[config.mk]
export PLATFORM = sky130hd
export DESIGN_NAME = modbus_poll_response_checker_core
export DESIGN_NICKNAME = d
export VERILOG_FILES = /design/src/sv/mprc_pkg.sv /design/src/sv/mprc_front.sv /design/src/sv/mprc_queue.sv /design/src/sv/mprc_back.sv /design/src/sv/modbus_poll_response_checker_core.sv
export SDC_FILE = /design/constraint.sdc
export NUM_CORES = 1
export LEC_CHECK = 0
export ABC_AREA = 1
export BUFFER_PORTS_ARGS = -buffer_cell sky130_fd_sc_hd__buf_4
export CAP_MARGIN = 10
export CORE_MARGIN = 2
export CORE_UTILIZATION = 55
export DETAILED_ROUTE_END_ITERATION = 16
export PLACE_DENSITY_LB_ADDON = 0.3
export SYNTH_ARGS = -nofsm -noshare
export SYNTH_HDL_FRONTEND = slang
export SYNTH_SLANG_ARGS = --single-unit
[constraint.sdc]
create_clock -name i_clk -period 2.9 [get_ports i_clk]
set_input_delay 0.29 -clock i_clk [delete_from_list [all_inputs] [get_ports i_clk]]
set_output_delay 0.29 -clock i_clk [all_outputs]
set_load 0.02 [all_outputs]
[src/sv/mprc_pkg.sv]
// ----------------------------------------------------------------------------
// mprc_pkg
// Shared types and constants for the Modbus poll response checker: the item
// that travels from the classifier to the frame checker, status codes and
// protocol constants.
// ----------------------------------------------------------------------------
package mprc_pkg;

    // Modbus function code for "read holding registers".
    localparam logic [7:0]  FUNC_READ_HOLDING = 8'h03;
    // Value reported for temperature and humidity of a rejected frame (-100).
    localparam logic [15:0] REJECT_VALUE      = 16'hFF9C;
    // CRC-16/Modbus start value and reflected polynomial.
    localparam logic [15:0] CRC_INIT          = 16'hFFFF;
    localparam logic [15:0] CRC_POLY          = 16'hA001;
    // Reset value of the slave count register and the first polled address.
    localparam logic [7:0]  SLAVE_COUNT_RESET = 8'd20;
    localparam logic [7:0]  FIRST_ADDRESS     = 8'd1;

    // Queue between classifier and checker; depth must be a power of two.
    localparam int QUEUE_AW    = 2;
    localparam int QUEUE_DEPTH = 1 << QUEUE_AW;

    // Result status codes.
    typedef enum logic [2:0] {
        ST_VALID    = 3'd0,
        ST_NO_REPLY = 3'd1,
        ST_BAD_CRC  = 3'd2,
        ST_BAD_FUNC = 3'd3,
        ST_BAD_ADDR = 3'd4
    } t_status;

    // Role of a reply byte, taken from its position in the frame.
    typedef enum logic [2:0] {
        SLOT_NONE,
        SLOT_ADDR,
        SLOT_FUNC,
        SLOT_TEMP_HI,
        SLOT_TEMP_LO,
        SLOT_HUM_HI,
        SLOT_HUM_LO
    } t_slot;

    // Length class of a frame, attached to its frame-end item.
    typedef enum logic [1:0] {
        LEN_EMPTY,
        LEN_SHORT,
        LEN_OK
    } t_len;

    // One classified item.
    typedef struct packed {
        logic       is_end;
        t_slot      slot;
        t_len       len;
        logic [7:0] data;
    } t_item;

endpackage

[src/sv/mprc_front.sv]
// ----------------------------------------------------------------------------
// mprc_front
// Accepts input items and classifies them: each reply byte gets its role in
// the frame, each frame end gets the length class of the frame it closes.
// ----------------------------------------------------------------------------
module mprc_front
    import mprc_pkg::*;
(
    input  logic       i_clk,
    input  logic       i_rst_n,
    input  logic       i_in_valid,
    output logic       o_in_ready,
    input  logic       i_kind,
    input  logic [7:0] i_rx_byte,
    output logic       o_push,
    output t_item      o_item,
    input  logic       i_full
);

    // Byte position in the current frame, saturating; only 0 to 10 matter.
    logic [3:0] r_pos;
    logic [3:0] n_pos;
    logic       w_accept;

    assign o_in_ready = !i_full;
    assign w_accept   = i_in_valid && !i_full;
    assign o_push     = w_accept;

    // Classification of the current item.
    always_comb begin
        o_item.is_end = i_kind;
        o_item.data   = i_rx_byte;
        case (r_pos)
            4'd0:    o_item.slot = SLOT_ADDR;
            4'd1:    o_item.slot = SLOT_FUNC;
            4'd3:    o_item.slot = SLOT_TEMP_HI;
            4'd4:    o_item.slot = SLOT_TEMP_LO;
            4'd9:    o_item.slot = SLOT_HUM_HI;
            4'd10:   o_item.slot = SLOT_HUM_LO;
            default: o_item.slot = SLOT_NONE;
        endcase
        case (r_pos)
            4'd0:    o_item.len = LEN_EMPTY;
            4'd1:    o_item.len = LEN_SHORT;
            default: o_item.len = LEN_OK;
        endcase
    end

    // Position counter: restarts on frame end, saturates on long frames.
    always_comb begin
        n_pos = r_pos;
        if (w_accept) begin
            if (i_kind) begin
                n_pos = '0;
            end else if (r_pos != '1) begin
                n_pos = r_pos + 4'd1;
            end
        end
    end

    always_ff @(posedge i_clk) begin
        if (!i_rst_n) begin
            r_pos <= '0;
        end else begin
            r_pos <= n_pos;
        end
    end

endmodule

[src/sv/mprc_queue.sv]
// ----------------------------------------------------------------------------
// mprc_queue
// Small first-in first-out queue of classified items between the classifier
// and the frame checker.
// ----------------------------------------------------------------------------
module mprc_queue
    import mprc_pkg::*;
(
    input  logic  i_clk,
    input  logic  i_rst_n,
    input  logic  i_push,
    input  t_item i_item,
    output logic  o_full,
    input  logic  i_pop,
    output logic  o_valid,
    output t_item o_item
);

    localparam logic [QUEUE_AW:0] FULL_FILL = (QUEUE_AW + 1)'(QUEUE_DEPTH);

    t_item                r_mem [QUEUE_DEPTH];
    logic [QUEUE_AW-1:0]  r_wr_ptr;
    logic [QUEUE_AW-1:0]  r_rd_ptr;
    logic [QUEUE_AW:0]    r_fill;
    logic [QUEUE_AW:0]    n_fill;
    logic                 w_do_pop;

    assign o_full   = (r_fill == FULL_FILL);
    assign o_valid  = (r_fill != '0);
    assign o_item   = r_mem[r_rd_ptr];
    assign w_do_pop = i_pop && o_valid;

    // Fill level follows pushes and pops.
    always_comb begin
        n_fill = r_fill;
        case ({i_push, w_do_pop})
            2'b10:   n_fill = r_fill + 1'b1;
            2'b01:   n_fill = r_fill - 1'b1;
            default: n_fill = r_fill;
        endcase
    end

    // Storage, written at the write pointer.
    always_ff @(posedge i_clk) begin
        if (i_push) begin
            r_mem[r_wr_ptr] <= i_item;
        end
    end

    // Pointers and fill level.
    always_ff @(posedge i_clk) begin
        if (!i_rst_n) begin
            r_wr_ptr <= '0;
            r_rd_ptr <= '0;
            r_fill   <= '0;
        end else begin
            if (i_push) begin
                r_wr_ptr <= r_wr_ptr + 1'b1;
            end
            if (w_do_pop) begin
                r_rd_ptr <= r_rd_ptr + 1'b1;
            end
            r_fill <= n_fill;
        end
    end

endmodule

[src/sv/mprc_back.sv]
// ----------------------------------------------------------------------------
// mprc_back
// Frame checker: runs the CRC-16 over each reply byte, latches the address,
// function and data words, and on frame end judges the frame, loads the
// result register and moves on to the next polled address.
// ----------------------------------------------------------------------------
module mprc_back
    import mprc_pkg::*;
(
    input  logic               i_clk,
    input  logic               i_rst_n,
    input  logic [7:0]         i_slave_count,
    input  logic               i_valid,
    input  t_item              i_item,
    output logic               o_pop,
    output logic               o_out_valid,
    input  logic               i_out_ready,
    output logic [7:0]         o_slave_address,
    output logic signed [15:0] o_temperature,
    output logic signed [15:0] o_humidity,
    output logic [2:0]         o_status
);

    // Byte-wide CRC-16/Modbus update, one bit per step.
    function automatic logic [15:0] crc_update(input logic [15:0] crc_in,
                                               input logic [7:0]  data);
        logic [15:0] crc;
        crc = crc_in ^ {8'h00, data};
        for (int i = 0; i < 8; i++) begin
            if (crc[0]) begin
                crc = (crc >> 1) ^ CRC_POLY;
            end else begin
                crc = crc >> 1;
            end
        end
        return crc;
    endfunction

    logic [7:0]  r_poll_addr;
    logic [15:0] r_crc;
    logic [7:0]  r_addr_byte;
    logic [7:0]  r_func_byte;
    logic [15:0] r_temp;
    logic [15:0] r_hum;
    logic        r_out_valid;
    logic [7:0]  r_out_addr;
    logic [15:0] r_out_temp;
    logic [15:0] r_out_hum;
    t_status     r_out_status;

    logic        w_end;
    logic        w_byte;
    t_status     w_status;
    logic [15:0] w_temp;
    logic [15:0] w_hum;
    logic [7:0]  w_next_addr;

    // A byte always moves on; a frame end needs room in the result register.
    assign o_pop  = i_valid && (!i_item.is_end || !r_out_valid || i_out_ready);
    assign w_end  = o_pop && i_item.is_end;
    assign w_byte = o_pop && !i_item.is_end;

    // Frame judgment: length, then CRC, then function, then address.
    always_comb begin
        w_temp = REJECT_VALUE;
        w_hum  = REJECT_VALUE;
        if (i_item.len == LEN_EMPTY) begin
            w_status = ST_NO_REPLY;
            w_temp   = '0;
            w_hum    = '0;
        end else if (i_item.len == LEN_SHORT || r_crc != '0) begin
            w_status = ST_BAD_CRC;
        end else if (r_func_byte != FUNC_READ_HOLDING) begin
            w_status = ST_BAD_FUNC;
        end else if (r_addr_byte != r_poll_addr) begin
            w_status = ST_BAD_ADDR;
        end else begin
            w_status = ST_VALID;
            w_temp   = r_temp;
            w_hum    = r_hum;
        end
    end

    // Rotation through the slave addresses.
    assign w_next_addr = (r_poll_addr >= i_slave_count) ? FIRST_ADDRESS
                                                        : r_poll_addr + 8'd1;

    // Frame state and poll address.
    always_ff @(posedge i_clk) begin
        if (!i_rst_n) begin
            r_poll_addr <= FIRST_ADDRESS;
            r_crc       <= CRC_INIT;
            r_addr_byte <= '0;
            r_func_byte <= '0;
            r_temp      <= '0;
            r_hum       <= '0;
        end else if (w_end) begin
            r_poll_addr <= w_next_addr;
            r_crc       <= CRC_INIT;
            r_addr_byte <= '0;
            r_func_byte <= '0;
            r_temp      <= '0;
            r_hum       <= '0;
        end else if (w_byte) begin
            r_crc <= crc_update(r_crc, i_item.data);
            case (i_item.slot)
                SLOT_ADDR:    r_addr_byte  <= i_item.data;
                SLOT_FUNC:    r_func_byte  <= i_item.data;
                SLOT_TEMP_HI: r_temp[15:8] <= i_item.data;
                SLOT_TEMP_LO: r_temp[7:0]  <= i_item.data;
                SLOT_HUM_HI:  r_hum[15:8]  <= i_item.data;
                SLOT_HUM_LO:  r_hum[7:0]   <= i_item.data;
                default:      ;
            endcase
        end
    end

    // Result register valid flag.
    always_ff @(posedge i_clk) begin
        if (!i_rst_n) begin
            r_out_valid <= 1'b0;
        end else if (w_end) begin
            r_out_valid <= 1'b1;
        end else if (i_out_ready) begin
            r_out_valid <= 1'b0;
        end
    end

    // Result payload.
    always_ff @(posedge i_clk) begin
        if (w_end) begin
            r_out_addr   <= r_poll_addr;
            r_out_temp   <= w_temp;
            r_out_hum    <= w_hum;
            r_out_status <= w_status;
        end
    end

    assign o_out_valid     = r_out_valid;
    assign o_slave_address = r_out_addr;
    assign o_temperature   = r_out_temp;
    assign o_humidity      = r_out_hum;
    assign o_status        = r_out_status;

endmodule

[src/sv/modbus_poll_response_checker_core.sv]
// ----------------------------------------------------------------------------
// modbus_poll_response_checker_core
// Checks Modbus RTU read replies from slaves polled in rotation and reports
// temperature, humidity and a status for each reply frame.
//
//   Channel   Direction  Handshake                 Payload
//   input     in         i_in_valid / o_in_ready   i_kind, i_rx_byte
//   result    out        o_out_valid / i_out_ready o_slave_address,
//                                                  o_temperature, o_humidity,
//                                                  o_status
//   config    in         i_cfg_valid / o_cfg_ready i_cfg_data (slave count)
//
// One item per cycle is accepted while the queue has room; the rate is set by the byte-wide CRC
// update in the frame checker, which takes one byte each cycle.
// A frame-end item is written into the queue when it is accepted, and loads the
// result register once it reaches the head of the queue and the result register
// has room; the result register then drives the result port.
// Reset is synchronous and active low; the slave count returns to 20 and
// polling restarts at address 1.
// A stalled result directly holds back only frame-end items; reply bytes keep
// flowing through the four-entry queue until a frame end reaches its head.
// ----------------------------------------------------------------------------
module modbus_poll_response_checker_core
    import mprc_pkg::*;
(
    input  logic               i_clk,
    input  logic               i_rst_n,
    input  logic               i_in_valid,
    output logic               o_in_ready,
    input  logic               i_kind,
    input  logic [7:0]         i_rx_byte,
    output logic               o_out_valid,
    input  logic               i_out_ready,
    output logic [7:0]         o_slave_address,
    output logic signed [15:0] o_temperature,
    output logic signed [15:0] o_humidity,
    output logic [2:0]         o_status,
    input  logic               i_cfg_valid,
    output logic               o_cfg_ready,
    input  logic [7:0]         i_cfg_data
);

    logic [7:0] r_count;
    logic       w_push;
    logic       w_full;
    logic       w_pop;
    logic       w_q_valid;
    t_item      w_push_item;
    t_item      w_head_item;

    // Slave count register; always ready for a write.
    assign o_cfg_ready = 1'b1;

    always_ff @(posedge i_clk) begin
        if (!i_rst_n) begin
            r_count <= SLAVE_COUNT_RESET;
        end else if (i_cfg_valid) begin
            r_count <= i_cfg_data;
        end
    end

    // Classifier.
    mprc_front u_front (
        .i_clk      (i_clk),
        .i_rst_n    (i_rst_n),
        .i_in_valid (i_in_valid),
        .o_in_ready (o_in_ready),
        .i_kind     (i_kind),
        .i_rx_byte  (i_rx_byte),
        .o_push     (w_push),
        .o_item     (w_push_item),
        .i_full     (w_full)
    );

    // Item queue.
    mprc_queue u_queue (
        .i_clk   (i_clk),
        .i_rst_n (i_rst_n),
        .i_push  (w_push),
        .i_item  (w_push_item),
        .o_full  (w_full),
        .i_pop   (w_pop),
        .o_valid (w_q_valid),
        .o_item  (w_head_item)
    );

    // Frame checker and result register.
    mprc_back u_back (
        .i_clk           (i_clk),
        .i_rst_n         (i_rst_n),
        .i_slave_count   (r_count),
        .i_valid         (w_q_valid),
        .i_item          (w_head_item),
        .o_pop           (w_pop),
        .o_out_valid     (o_out_valid),
        .i_out_ready     (i_out_ready),
        .o_slave_address (o_slave_address),
        .o_temperature   (o_temperature),
        .o_humidity      (o_humidity),
        .o_status        (o_status)
    );

endmodule

Word-level counts from Yosys, hierarchy flattened
Memories as Yosys holds them, arrays and structs flattened. A register that Yosys moved wholly into a read port is not among the register bits.
Cells that the tools add are included.
{"block": "word_totals", "ff_bits": 135, "latchBits": 0, "ram_bits": 56, "rom_bits": 0, "in_bits": 22, "word_cells": 135, "n_memories": 1}
{"block": "classes", "addsub": 6, "n_mul": 0, "n_div": 0, "n_lt_le_gt_ge": 1, "eq_ne": 18, "n_shift": 0, "mux": 50, "n_bitwise": 10, "n_reduce_logical": 28}
{"name": "u_queue.r_mem", "words": 4, "word_bits": 14, "rd": 1, "rd_clocked_by_memory_dff": 1, "wr": 1, "line": "mprc_queue.sv:21", "rtl": "t_item r_mem [QUEUE_DEPTH];"}
{"op": "16-bit two-way mux", "count": 35}
{"op": "2-bit inverter with 3-bit output", "count": 8}
{"op": "3-bit case mux with 6 select lines", "count": 1}
{"op": "16-bit nonzero test", "count": 1}
{"op": "16-bit by 8-bit bitwise XOR with 16-bit output", "count": 1}
{"op": "2-bit AND reduction", "count": 7}
{"op": "3-bit equality test, second input constant", "count": 4}
{"op": "8-bit by 1-bit adder with 8-bit output, second input constant", "count": 1}
{"op": "4-bit equality test, second input constant", "count": 2}
{"op": "8-bit greater-or-equal comparator", "count": 1}
{"op": "2-bit two-way mux", "count": 4}
{"op": "4-bit two-way mux", "count": 2}
{"op": "8-bit two-way mux", "count": 1}
{"op": "8-bit by 2-bit inequality test with 1-bit output, second input constant", "count": 1}
{"op": "8-bit inequality test", "count": 1}
{"op": "3-bit by 2-bit equality test with 1-bit output, second input constant", "count": 2}
{"op": "3-bit case mux with 2 select lines", "count": 1}
{"op": "2-bit nonzero test", "count": 3}
{"op": "1-bit logical AND", "count": 5}
{"op": "2-bit by 1-bit adder with 2-bit output, second input constant", "count": 2}
{"op": "4-bit by 1-bit adder with 4-bit output, second input constant", "count": 1}
{"op": "2-bit by 1-bit equality test with 1-bit output, second input constant", "count": 2}
{"op": "4-bit by 1-bit equality test with 1-bit output, second input constant", "count": 1}
{"op": "4-bit by 2-bit equality test with 1-bit output, second input constant", "count": 1}
{"op": "18 further kinds", "count": 25}

Longest topological paths before layout
{"block": "logic_depth", "ltp_word": 40, "depth_mapped": 18, "depth_no_buf": 17}

By module
From an unflattened synthesis, not the netlist that was laid out.
{"block": "unflattened", "hier_cells": 888, "hier_area_um2": 8463.1}
{"mod": "mprc_back", "n_inst": 1, "cells_each": 575, "area_per_inst_um2": 5134.9}
{"mod": "mprc_queue", "n_inst": 1, "cells_each": 201, "area_per_inst_um2": 2567.5}
{"mod": "mprc_front", "n_inst": 1, "cells_each": 63, "area_per_inst_um2": 431.7}
{"mod": "modbus_poll_response_checker_core", "n_inst": 1, "cells_each": 49, "area_per_inst_um2": 329.1}

Worst setup path before layout
Ideal clock, no wire load.
{"block": "synth_path", "path_kind": "register to register", "start": "register (tool-made name)", "end": "register u_back.r_poll_addr[7]", "setup_time_ns": 0.118, "t_arrival_ns": 2.160, "required_time_ns": 2.782, "slack_ns": 0.621, "path_stages_with_launch": 12, "period_less_slack_ns": 2.279, "cell_sequence": "dfxtp_1 buf_4 inv_4 o21ai_1 o22ai_1 nand2_1 inv_2 nand4_1 nor2_1 nand4_1 xor2_1 nor2_1"}
{"element": "end signal: assignment", "line": "mprc_back.sv:98", "rtl": "r_poll_addr <= w_next_addr;"}
{"element": "end: declaration", "line": "mprc_back.sv:39", "rtl": "logic [7:0] r_poll_addr;"}

==> metrics.md <==
| Metric | Value |
|---|---|
| H-tree levels | `4` |
| Period utilization | `0.8274` |
| Met3 routed WL | `792 um` |
| Final setup TNS | `0 ns` |
| Iteration-0 DRC Markers | `546` |
| Hold-fix buffers at CTS | `0` |
| Crit path capture type | `register` |
| Remaining DRCs | `0` |
| Final setup vio count | `0` |
| TritonCTS clock tree | `done` |
| Initial core utilization | `0.5645` |
| 1st-pass router iterations | `5` |
| Vias in the first global route | `5408` |
| Die Wd | `126.1 um` |
| Met2 wire length | `7414 um` |
| P&R area growth vs syn | `14.18%` |
| Synth Area in XOR/XNOR | `0.01281` |
| Placed inst area | `0.008832 mm2` |
| Critical path class | `reg -> reg` |
| Ant diodes | `0` |
| Cell Area, Synth | `0.008204 mm2` |
| Synth Warn # | `0` |
| Clk sinks | `193` |
| Final Skew | `0.008374 ns` |
| Worst Path Arrival | `2.76 ns` |
| Root Buffer | `clkbuf_16` |
| # IOs | `68` |
| Highest Signal Layer | `met4` |
| Syn Inst Count | `825` |
| Leading area contributor after synthesis | `edfxtp_1` |
| Final Util | `0.6445` |
| Vias/cell | `5.265` |
| Max FO, Critical Path | `23` |
| RSZ-0062 raised after global routing | `no` |
| Leak | `3.764 nW` |
| IO Port Bufs | `66` |
| Post-CTS Setup Repair Bufs | `0` |
| Final HPWL DP | `10560 um` |
| Count of non-filler cells in the finished layout | `1092` |
| Synth Area in Simple Gates | `0.1460` |
| Fin. max-slew vios | `0` |
| Fillcell total | `1178` |
| Worst-margin pin slew | `0.6802 ns` |
| Final weighted congestion in routability-driven placement | `0.8045` |
| Core region area | `0.01453 mm2` |
| Clock transition at the registers of the reported paths | `0.07 ns` |
| Slew HR | `0.5427` |
| Synth Register Bits | `193` |
| Cell depth of the worst hold path | `1` |
| Initial antenna violation count | `0` |
| Routed wire length | `15720 um` |
| Synth Area in Compound Gates | `0.1460` |
| PnR Total Power | `10.38 mW` |
| Total gr overflow | `0` |
| Max frequency | `416.7 MHz` |
| Global-route wire length before repair | `25940 um` |
| Die footprint | `0.01591 mm2` |
| Synth area leaders | `edfxtp_1 36%, dfxtp_1 23%, a21oi_1 6.6%` |
| GRT Overall Usage | `0.2041` |
| Share of post-route cells with drive strength above 1 | `0.1685` |
| Final layout net count | `936` |
| Pwr dens | `1108 mW/mm2` |
| Vias | `5749` |
| Worst Hold End | `u_queue.r_mem[3][7]` |
| TritonCTS buffer count | `17` |
| Tmin final | `2.400 ns` |
| Yosys cell types | `50` |
| Worst vdd rail ir drop | `534.8 uV` |
| R2R depth | `9` |
| Mean post-synth cell area | `9.944 um2` |
| Wl on met1 | `7208 um` |
| Syn Nets | `866` |
| CTS-repair resized insts | `0` |
| Drt wl/cell | `14.40 um` |
| Most frequent cells in the layout | `125 x nand2_1, 109 x a21oi_1, 99 x edfxtp_1` |
| Final instance area | `0.009368 mm2` |
| Reg2reg end | `u_back.r_hum[15]` |
| Status | `complete, no violations` |
| Critical Path Start Type | `register` |
| Sequential fraction of the synthesis area | `0.5917` |
| Placed cells | `1060` |
| Final hold vios | `0` |
| Leading cell type in the layout, fill and taps excluded | `nand2_1` |
| Die H | `126.1 um` |
| Worst skew pair latency | `0.43 ns` |
| Max Buffers Root-to-Sink | `2` |
| Min-Delay Path Class | `in -> reg` |
| Max_cap viols | `0` |
| Num rows | `44` |
| Synth Area in Adders | `0.02989` |
| Top-area cell type share of the netlist area | `0.3624` |
| Detail Route Antenna Nets | `0` |
| Worst EP required | `3.26 ns` |
| Largest net degree at the start of global routing | `52` |
| Worst Hold Launch | `i_rx_byte[7]` |
| Largest family of logic cells by synthesized area | `compound AO/OA/AOI/OAI gates` |
| Mux contribution to synthesized area | `0` |
| FF-to-FF setup slack | `0.50 ns` |
==> worst max-delay path, stage by stage (launching register included) <==
cell and delay (ns):
dfxtp_1 0.37, inv_2 0.18, o21ai_1 0.17, o22ai_1 0.13, nor2_4 0.10, buf_4 0.22, nand2_1 0.26, nor3_4 0.53
o21ai_0 0.20, a21oi_1 0.16
==> per-stage QoR <==
| stage | hold WS (ns) | worst slack (ns) |
|---|---|---|
| after global placement | 0.4542 | 0.6458 |
| after detailed placement | 0.4567 | 0.6055 |
| after floorplan | 0.3889 | 0.6211 |
| after CTS | 0.04266 | 0.4820 |
| final | 0.05921 | 0.5004 |
| after global routing | 0.04396 | 0.2522 |
==> worst max-delay path by stage <==
stage | startpoint | endpoint | slack (ns) | cells after the start
2_1_floorplan | register | u_back.r_poll_addr[7] | 0.62 | 11
3_5_place_dp | register | u_back.r_crc[0] | 0.61 | 16
4_1_cts | register | u_back.r_hum[15] | 0.48 | 9
6_report | register | u_back.r_hum[15] | 0.50 | 9
3_3_place_gp | u_back.r_crc[3] | u_back.o_humidity[8] | 0.65 | 7
5_1_grt | register | u_back.r_crc[0] | 0.25 | 18
==> Yosys cell counts (all sizes together) <==
library cell and n:
edfxtp 99, fa 1, o22ai 3, a211oi 2, clkinv 1, xor2 11, inv 99, ha 18
o21ai 86, nor3 8, or2 4, a32oi 3, or4 1, o31ai 1, nor2 49, xnor2 1
nand4 6, nand2 132, nor4 6, a32o 2, nand3 45, o211ai 3, nand3b 1, buf 19
clkbuf 10, o2111ai 1, conb 1, a21oi 114, o221ai 1, dfxtp 94, nor3b 3
==> kinds of logic (layout without fill, tap and decap cells) <==
group / after synthesis / in the layout
other: 1 / 1
xor gates and xnor gates: 12 / 12
buffers and inverters: 129 / 212
DFF: 193 / 193
adders and majority gates: 19 / 19
AOI/OAI and AO/OA: 216 / 216
and+or+nand+nor: 255 / 255
==> sequential cells by signal, summed over array words and instances (netlist names), named ones only <==
register	count
u_queue.r_mem	56
u_back.o_humidity	16
u_back.o_temperature	16
u_back.r_crc	16
u_back.r_hum	16
u_back.r_temp	16
r_count	8
u_back.o_slave_address	8
u_back.r_addr_byte	8
u_back.r_func_byte	8
u_back.r_poll_addr	8
u_front.r_pos	4
u_back.o_status	3
u_queue.r_fill	3
u_queue.r_rd_ptr	2
u_queue.r_wr_ptr	2
u_back.o_out_valid	1
==> power by group <==
part           internal, mW  switching, mW
Sequential             3.71          0.301
Combinational          1.37           2.88
Clock                  1.11           1.01
Total                  6.19           4.19
==> layer usage <==
metal  vias up  global-route usage
li1       2962                   -
met1      2616              0.2768
met2       140              0.3226
met3        31             0.04588
met4         0             0.07886
met5         -                   0
==> area by class of cell <==
| type | instances | area (um2) | area share |
|---|---|---|---|
| flip-flops and latches | 193 | 4855 | 0.5182 |
| multi-input cells | 503 | 2751 | 0.2937 |
| well taps | 184 | 230.2 | 0.02458 |
| clock buffers | 18 | 429.2 | 0.04581 |
| inverters | 100 | 382.9 | 0.04087 |
| clock inverters | 14 | 106.4 | 0.01135 |
| repair buffers | 80 | 613.1 | 0.06545 |
(Power assumes the default switching activity.)
